**config.mk**
```make
export PLATFORM = sky130hd
export DESIGN_NAME = cttr_ram
export DESIGN_NICKNAME = d
export VERILOG_FILES = /design/src/design/cttr_ram.sv
export SDC_FILE = /design/constraint.sdc
export NUM_CORES = 1
export LEC_CHECK = 0
export ABC_AREA = 1
export BUFFER_PORTS_ARGS = -buffer_cell sky130_fd_sc_hd__buf_2
export CAP_MARGIN = 20
export CORE_AREA = 2 2 124 126
export DETAILED_ROUTE_END_ITERATION = 10
export DIE_AREA = 0 0 126 128
export GPL_ROUTABILITY_DRIVEN = 0
export MAX_ROUTING_LAYER = met4
export SLEW_MARGIN = 0
export SYNTH_ARGS = -nofsm -noshare
export SYNTH_HDL_FRONTEND = slang
export SYNTH_SLANG_ARGS = --single-unit
```
**constraint.sdc**
```tcl
create_clock -name clk -period 1.2 [get_ports clk]
set_clock_uncertainty 0.2 [all_clocks]
set_input_delay 0.12 -clock clk [delete_from_list [all_inputs] [get_ports clk]]
set_output_delay 0.12 -clock clk [all_outputs]
set_load 0.02 [all_outputs]
```
**src/design/cttr_ram.sv**
```systemverilog
`timescale 1ns / 1ps

module cttr_ram #(
  parameter int WIDTH = 8,
  parameter int DEPTH = 16,
  localparam int AW = (DEPTH > 1) ? $clog2(DEPTH) : 1
) (
  input  logic             clk,
  input  logic             we,
  input  logic [AW-1:0]    waddr,
  input  logic [WIDTH-1:0] wdata,
  input  logic [AW-1:0]    raddr,
  output logic [WIDTH-1:0] rdata
);

  logic [WIDTH-1:0] mem [DEPTH];

  always_ff @(posedge clk) begin
    if (we) begin
      mem[waddr] <= wdata;
    end
    rdata <= mem[raddr];
  end

endmodule

```
==> key figures <==
Place
  – Pre-CTS setup slack: -196 ps
  – HPWL after detailed placement: 8650 µm
  – Number of I/O port buffers: 25

Floorplanning
  – Core region area: 0.0149 mm²
  – IO Pins: 26
  – Num rows: 45
  – Initial core utilization: 0.388
  – Die area: 0.0161 mm²
  – Die width: 126 µm
  – Die Span Y: 128 µm

Job
  – Max-Cap Viols: 0

Layout
  – Share of layout cells above drive strength 1: 0.199
  – P&R area growth vs syn: 24.2%
  – Ant diodes: 0
  – Post-layout nets: 636

Critical path
  – Crit Path Class: reg -> out
  – Crit path max fanout: 1
  – Crit path DAT: 900 ps
  – Reg2reg path depth: 6
  – CP Buf/Inv Count: 1
  – Type of element capturing the critical path: output pin
  – Worst Path Required: 880 ps
  – Critical Path Start: rdata[7]
  – Worst setup endpoint: rdata[7]
  – Largest stage delay, worst path: 360 ps
  – CP cell instances: buf_6
  – Crit-path slowest cell: dfxtp_2
  – Levels on crit path: 1
  – Reg2Reg Setup Slack: 40 ps
  – Worst r2r src: mem[1][5]
  – CP Launch Type: flop
  – CP delay by family, top: flip-flops
  – Reg-to-reg endpoint: rdata[5]

Synth
  – Gate Count Post-Synth: 551
  – YS warnings: 0
  – Post-synthesis cell type count: 12
  – Avg Cell Area, Syn: 10.5 µm²
  – Synthesized flop and latch total: 136
  – Post-synthesis mux area share: 0
  – Largest family of logic cells by synthesized area: simple AND/OR/NAND/NOR gates
  – Adder-cell share of the synthesized area: 0
  – Compound-Gate Fraction of Synth Area: 0
  – Register area share after synthesis: 0.694
  – Largest cells by area after synthesis: edfxtp_1, nand2_1, nand3_1
  – Simple-gate share of the synthesized area: 0.210
  – Mapped Nets: 569
  – Synth Area in XOR/XNOR: 0
  – Post-synth top area share: 0.667
  – Yosys top cell by area: edfxtp_1
  – Mapped Area: 0.00577 mm²

Pwr
  – Leakage: 0.00309 µW
  – Total power: 10700 µW
  – Peak supply drop: 1100 µV
  – Pwr Density: 1490 mW/mm²

GRT
  – GRT Resource Usage Total: 0.177
  – First-pass GRT wire length: 20400 µm
  – Pin count of the biggest net entering global routing: 43
  – Vias in the first global route: 3922
  – Global route overflow: 0
  – Initial antenna violation count: 0

STA
  – Final Hold Vio Count: 0
  – Worst slew margin: 0.746
  – Min cycle time layout: 1220 ps
  – Period Utilization, post-route: 1.01
  – Final setup vio count: 2
  – Hold Worst Slack: 37.1 ps
  – Slew Limit Fails: 0
  – RSZ-0062 raised after global routing: yes
  – Final worst setup slack: -17.1 ps
  – Tightest Pin Transition: 381 ps
  – Setup_tns: -30.4 ps
  – Fmax: 822 MHz

Drt
  – Wire per inst: 15.9 µm
  – Final WL: 13000 µm
  – Vias: 3938
  – DRT met1 WL: 5740 µm
  – Post-DR vias/cell: 4.82
  – Drt pass-1 iters: 4
  – Routed met2 length: 6440 µm
  – WL met3: 659 µm
  – DRT antenna net count: 0
  – DRC: 0
  – DR top layer: met4
  – DR iter-0 viols: 397

Clock tree
  – CTS tree: built
  – CTS Buffer Depth: 2
  – Root Buffer Master: clkbuf_16
  – Clock buffers created by TritonCTS: 17
  – # clock sinks: 136
  – H-Tree Depth: 4
  – Clock Latency Late Sink: 410 ps
  – Clock transition at path regs: 50 ps

Run status
  – Status: finished, violations left
  – Violated checks: negative setup slack

Worst hold path
  – Tightest Hold Check Type: in -> reg
how the worst min path moves through the flow:
stage | startpoint | to | cells after the start
2_1_floorplan | wdata[0] | mem[0][0] | 0
3_3_place_gp | rdata[0] | rdata[0] | 1
3_5_place_dp | raddr[3] | rdata[5] | 4
4_1_cts | raddr[2] | rdata[5] | 5
5_1_grt | raddr[2] | rdata[5] | 5
6_report | raddr[2] | rdata[5] | 5
logic make-up (layout without fill, tap and decap cells):
family / count (synthesis) / count (layout)
AND/OR/NAND/NOR: 289 / 289
flip-flops: 136 / 136
buffers and inverters: 126 / 204
placed cells by master, fill, tap and decap left out:
master	netlist	final
nor2_2	0	5
buf_4	4	30
nand3_4	0	3
clkbuf_16	0	17
nand3_1	97	71
buf_2	13	17
clkbuf_1	0	4
nand3b_1	2	2
dfxtp_2	0	7
buf_12	0	7
bufinv_16	0	1
edfxtp_1	128	128
nand3_2	0	23
clkinvlp_4	0	1
dlygate4sd3_1	0	10
dfxtp_4	0	1
clkinv_1	0	8
nand2_2	0	2
buf_6	6	8
nor2_1	17	12
nand2_1	173	171
inv_1	100	98
inv_2	2	3
sequential cells by signal (all words and copies together) (netlist names):
name	flops
mem	128
rdata	8
per-stage QoR:
| step | std cells | instance area, µm² | utilization |
|---|---|---|---|
| finish | 817 | 7160 | 0.482 |
| global route | 817 | 7160 | 0.482 |
| CTS | 817 | 7010 | 0.471 |
| detailed placement | 777 | 6340 | 0.426 |
| global placement | 777 | 6340 | 0.426 |
| floorplan | 551 | 5780 | - |
synthesized netlist by cell type:
library cell / n
buf_6: 6
edfxtp_1: 128
buf_2: 13
inv_1: 100
nor2_1: 17
buf_4: 4
nand3_1: 97
inv_2: 2
nand2_1: 173
dfxtp_1: 8
nand3b_1: 2
buf_1: 1
final cells by class:
| type | count | area (µm²) |
|---|---|---|
| repair buffers | 72 | 641 |
| clock inverters | 9 | 60.1 |
| inverters | 102 | 387 |
| multi-input cells | 289 | 1380 |
| well taps | 188 | 235 |
| clock buffers | 21 | 440 |
| fillers | 1363 | 7700 |
| flip-flops and latches | 136 | 4020 |
layer usage:
| metal | vias to the layer above | GRT usage |
|---|---|---|
| li1 | 1908 | - |
| met1 | 1915 | 0.216 |
| met2 | 95 | 0.287 |
| met3 | 20 | 0.0463 |
| met4 | 0 | 0.0621 |
| met5 | - | - |
where the power goes:
group	total, µW	internal (µW)	switching, µW
registers	5370	5320	44.6
clock network	4470	2760	1710
logic	857	323	533
total	10700	8400	2290
what timing repair did:
action	in CTS	in global routing
setup buffers	0	0
setup endpoints to repair	10	15
endpoints found under the hold margin	136	0
hold buffers	10	0
gates resized for setup	24	34
pin swaps	0	13
Note: power is estimated with default switching activity, not from simulation.
