===== config.mk =====
export PLATFORM = sky130hd
export DESIGN_NAME = cttr_scan
export DESIGN_NICKNAME = d
export VERILOG_FILES = /design/src/design/cttr_pkg.sv /design/src/design/cttr_scan.sv
export SDC_FILE = /design/constraint.sdc
export NUM_CORES = 1
export LEC_CHECK = 0
export ABC_CLOCK_PERIOD_IN_PS = 13900
export BUFFER_PORTS_ARGS = -buffer_cell sky130_fd_sc_hd__buf_2
export CORE_AREA = 8 8 160 162
export CTS_CLUSTER_DIAMETER = 200
export CTS_CLUSTER_SIZE = 24
export DETAILED_ROUTE_END_ITERATION = 10
export DIE_AREA = 0 0 168 170
export SYNTH_ARGS = -nofsm -noshare
export SYNTH_HDL_FRONTEND = slang
export SYNTH_SLANG_ARGS = --single-unit

===== constraint.sdc =====
create_clock -name clk -period 13.9 [get_ports clk]
set_input_delay 0.695 -clock clk [delete_from_list [all_inputs] [get_ports clk]]
set_output_delay 0.695 -clock clk [all_outputs]
set_load 0.005 [all_outputs]

===== src/design/cttr_pkg.sv =====
`timescale 1ns / 1ps

package cttr_pkg;

  // Number of connection table entries.
  localparam int ENTRIES = 128;
  localparam int IDX_W   = (ENTRIES > 1) ? $clog2(ENTRIES) : 1;
  localparam int CNT_W   = $clog2(ENTRIES + 1);

  localparam logic [7:0] FLAG_MASK   = 8'h17;
  localparam logic [7:0] FLAG_SYN    = 8'h02;
  localparam logic [7:0] FLAG_ACK    = 8'h10;
  localparam logic [7:0] FLAG_FINACK = 8'h11;

  localparam logic [3:0] PH_CLOSED    = 4'd0;
  localparam logic [3:0] PH_LISTEN    = 4'd1;
  localparam logic [3:0] PH_SYNRCVD   = 4'd3;
  localparam logic [3:0] PH_ESTAB     = 4'd4;
  localparam logic [3:0] PH_CLOSEWAIT = 4'd7;

  localparam logic [31:0] SEQ_STEP = 32'd2;

  typedef logic [IDX_W-1:0] idx_t;
  typedef logic [CNT_W-1:0] cnt_t;

  typedef struct packed {
    logic [31:0] laddr;
    logic [31:0] raddr;
    logic [15:0] lport;
    logic [15:0] rport;
  } tuple_t;

  typedef struct packed {
    tuple_t      tuple;
    logic [3:0]  phase;
    logic [31:0] own_seq;
  } entry_t;

  localparam int ROW_W = $bits(entry_t);

  typedef struct packed {
    logic clear;
    logic sample;
    idx_t idx;
  } scan_ctl_t;

  typedef struct packed {
    logic        match_found;
    idx_t        match_idx;
    logic [3:0]  match_phase;
    logic [31:0] match_seq;
    logic        free_found;
    idx_t        free_idx;
    entry_t      free_row;
  } scan_res_t;

  typedef enum logic [1:0] {
    ST_CLEAR,
    ST_IDLE,
    ST_SCAN,
    ST_DONE
  } state_t;

endpackage


===== src/design/cttr_scan.sv =====
`timescale 1ns / 1ps

module cttr_scan (
  input  logic                clk,
  input  logic                rst_n,
  input  cttr_pkg::scan_ctl_t ctl,
  input  cttr_pkg::tuple_t    key,
  input  cttr_pkg::entry_t    row,
  output cttr_pkg::scan_res_t res
);
  import cttr_pkg::*;

  logic      is_open;
  logic      is_hit;
  scan_res_t res_r;

  // An entry matches only while open; the first closed entry is the free one.
  assign is_open = (row.phase != PH_CLOSED);
  assign is_hit  = is_open && (row.tuple == key);

  always_ff @(posedge clk) begin
    if (!rst_n) begin
      res_r.match_found <= 1'b0;
      res_r.free_found  <= 1'b0;
    end else if (ctl.clear) begin
      res_r.match_found <= 1'b0;
      res_r.free_found  <= 1'b0;
    end else if (ctl.sample) begin
      if (!res_r.match_found && is_hit) begin
        res_r.match_found <= 1'b1;
        res_r.match_idx   <= ctl.idx;
        res_r.match_phase <= row.phase;
        res_r.match_seq   <= row.own_seq;
      end
      if (!res_r.free_found && !is_open) begin
        res_r.free_found <= 1'b1;
        res_r.free_idx   <= ctl.idx;
        res_r.free_row   <= row;
      end
    end
  end

  assign res = res_r;

endmodule


==> summary.txt <==
Timing
  • Maximum achievable frequency: 348 MHz
  • Final TNS setup: 0 ns
  • Max Slew Vio Count: 0
  • Worst Max-Slew Pin Slew: 0.818 ns
  • Final hold slack: between 0.4 and 0.5 ns
  • Final setup vio count: 0
  • Headroom to the max-slew limit: between 40% and 50%
  • Final min period: 2.88 ns
  • Final Hold Viols: 0
  • Final period util: between 20% and 30%
  • Worst clock skew: 0.00821 ns
  • Unrepaired setup endpoints after global routing: no
  • PnR worst setup slack: between 10 and 15 ns

Global routing
  • Vias in the first global route: 5225
  • First-pass GRT wire length: around 32 mm
  • Largest net degree at the start of global routing: 63
  • Grt ovf: 0
  • GRT Total Usage: ~15%
  • Initial antenna violation count: 0

Clocking
  • Clock Tree Root: clkbuf_16
  • Post-CTS Setup Bufs: 0
  • Insertion delay to the later sink of the worst-skew pair: 0.41 ns
  • CTS Buf Count: 17
  • CTS Hold Buffers Added: 0
  • TritonCTS clock tree: built
  • Clk buf depth: 2
  • Resized cells post-CTS: 0
  • Num Clock Sinks: 184
  • Clk pin slew, worst setup/hold paths: roughly 0.08 ns
  • H-tree depth: 4

Worst setup path
  • FF-to-FF setup slack: 11.53 ns
  • Buf/Inv on CP: 3
  • Worst Reg2Reg Path Length in Cells: 6
  • Worst reg2reg path endpoint: res[175]
  • Worst Path Required: 13.95 ns
  • Most Frequent Cell on Critical Path: buf_4
  • Crit-path max cell delay: 0.71 ns
  • CP arrival: 2.92 ns
  • Crit-path max FO: 62
  • Critical-path cell list: buf_2, or4_1, nor3_2, buf_4, buf_4
  • Critical path type: in2reg
  • Reg-to-Reg Start: res[183]
  • Worst setup EP type: flop
  • CP Launch Type: input port
  • Slowest CP cell: buf_4
  • Largest delay share family, worst path: buffers and inverters

Route
  • Number of detailed-route iterations in the first pass: 4
  • Wire length per cell: 20.2 um
  • DRT iter0 DRCs: 219
  • Vias/cell: 4.31
  • WL final: 22.2 mm
  • Antenna-violating nets left: 0
  • DRC: 0
  • Vias post-DR: around 4700

Place
  • DP HPWL: 18.5 mm
  • PortBufs: 422
  • Post-Place Cells: 1067
  • Pre-CTS WS: 10.59 ns
  • Global placer's final weighted congestion: around 0.9
  • DP Area: around 9300 sq um

Synthesis
  • Post-synthesis compound-gate area fraction: 2.23%
  • Synth Net Count: 590
  • Synth top area share: between 80% and 90%
  • Warnings from Yosys: 0
  • Post-synthesis simple-gate area fraction: 5.43%
  • Largest area contributor in the netlist: edfxtp_1
  • Synth top cells by count: edfxtp_1, xnor2_1, xor2_1
  • Largest family of logic cells by synthesized area: XOR/XNOR gates
  • Cell Area, Synth: 6750 sq um
  • Seq/Total Area, Yosys: 81.6%
  • Synth Register Bits: 184
  • Xor/xnor cell area share of the yosys netlist: 9.74%
  • Area contributors post-synth: edfxtp_1, xnor2_1, xor2_1
  • Adder-cell share of the synthesized area: 0%
  • Post-synthesis mux area share: 0%
  • Distinct cell type count after synthesis: 28
  • Post-synth EDFFs: between 150 and 200
  • Syn Area/Cell: 19.2 sq um
  • Post-synth ARST share: 0%
  • Most common cell in the netlist: edfxtp_1
  • Predominant post-synthesis flop cell: edfxtp_1
  • Synthesized instance count: roughly 350

Layout
  • Design Area, Final: 9880 sq um
  • Fin cells: 1099
  • Area grow syn2layout: 46.5%
  • N_diodes: 0
  • Layout cell share with drive strength beyond 1: 57.7%
  • Final Util: a little over two fifths
  • Final nets: a little over 1000
  • Max reg flops: 184

Min path
  • Hold Path Sink: res[28]
  • Hold Path Depth: 1
  • HP Class: in2reg
  • Hold Path Origin: row[28]

Floorplanning
  • Row count: between 50 and 60
  • Die area: 28600 sq um
  • Initial core utilization: 29.3%
  • # IOs: about 420
  • Core area: about 23000 sq um
  • Die width: between 150 and 200 um
  • Die extent in y: 170 um

Status
  • Status: complete, no violations

Pwr
  • Leakage: 4.08 nW
  • Peak VDD IR: 0.0764 mV
  • Tot Pwr: 1.19 mW
  • Total power per unit cell area: 120 nW/um^2

Job
  • Max Cap Viol: 0
==> cells in the final DEF, fill, tap and decap left out, types with 3 or more instances in the layout <==
master,Yosys,final
inv_8,0,5
a2111oi_2,3,3
nor2b_1,12,12
o22ai_1,6,6
clkinv_4,0,3
xnor2_1,43,43
buf_4,0,4
and2b_1,3,3
buf_2,0,422
nor2_1,6,5
nor4_1,9,9
edfxtp_1,182,182
inv_1,18,18
clkbuf_16,0,17
xor2_1,32,32
clkinv_8,0,3
nand4_1,14,14
==> worst reg2reg max path: cells and delay by family, from the launching register on <==
family | cells | cell delay (ns)
flip-flops | 1 | 0.37
AO/OA/AOI/OAI | 1 | 0.31
AND/OR/NAND/NOR | 4 | 0.81
buffers and inverters | 1 | 0.48
==> how the worst max path moves through the flow <==
stage,start,end,cells past startpoint
floorplan,row[33],res[0],2
global placement,row[33],res[53],5
detailed placement,row[119],res[157],8
CTS,row[119],res[158],8
global route,row[119],res[175],8
finish,row[33],res[115],5
==> final cells by class <==
cell class                 instances  area (sq um)
fill                            2118         13200
multi-input combinational        149          1190
clock buffer                      17           425
sequential                       184          5510
inverter                          18          67.6
tap                              290           363
timing repair buffer             426          2140
clock inverter                    15           195
==> report_power, final <==
part	leakage [nW]	internal [mW]	switching (mW)
combinational	2.12	0.0427	0.0371
sequential	1.65	0.611	0.000683
clock	0.303	0.262	0.235
total	4.08	0.917	0.273
==> per-layer routing <==
metal	up-vias	track usage [%]	wire [um]	share of wire [%]
met5	-	0	0	0
met3	20	6.63	2220	10
li1	2238	-	-	-
met2	269	26.0	11300	51
met1	2210	16.1	8380	38
met4	0	4.39	357	1.6
==> logic make-up (layout without fill, tap and decap cells) <==
group                  Yosys count  in the layout
AO/OA/AOI/OAI                   17             17
flip-flops                     184            184
buffers and inverters           18            476
AND/OR/NAND/NOR                 57             57
XOR/XNOR                        75             75
(Power assumes the default switching activity.)
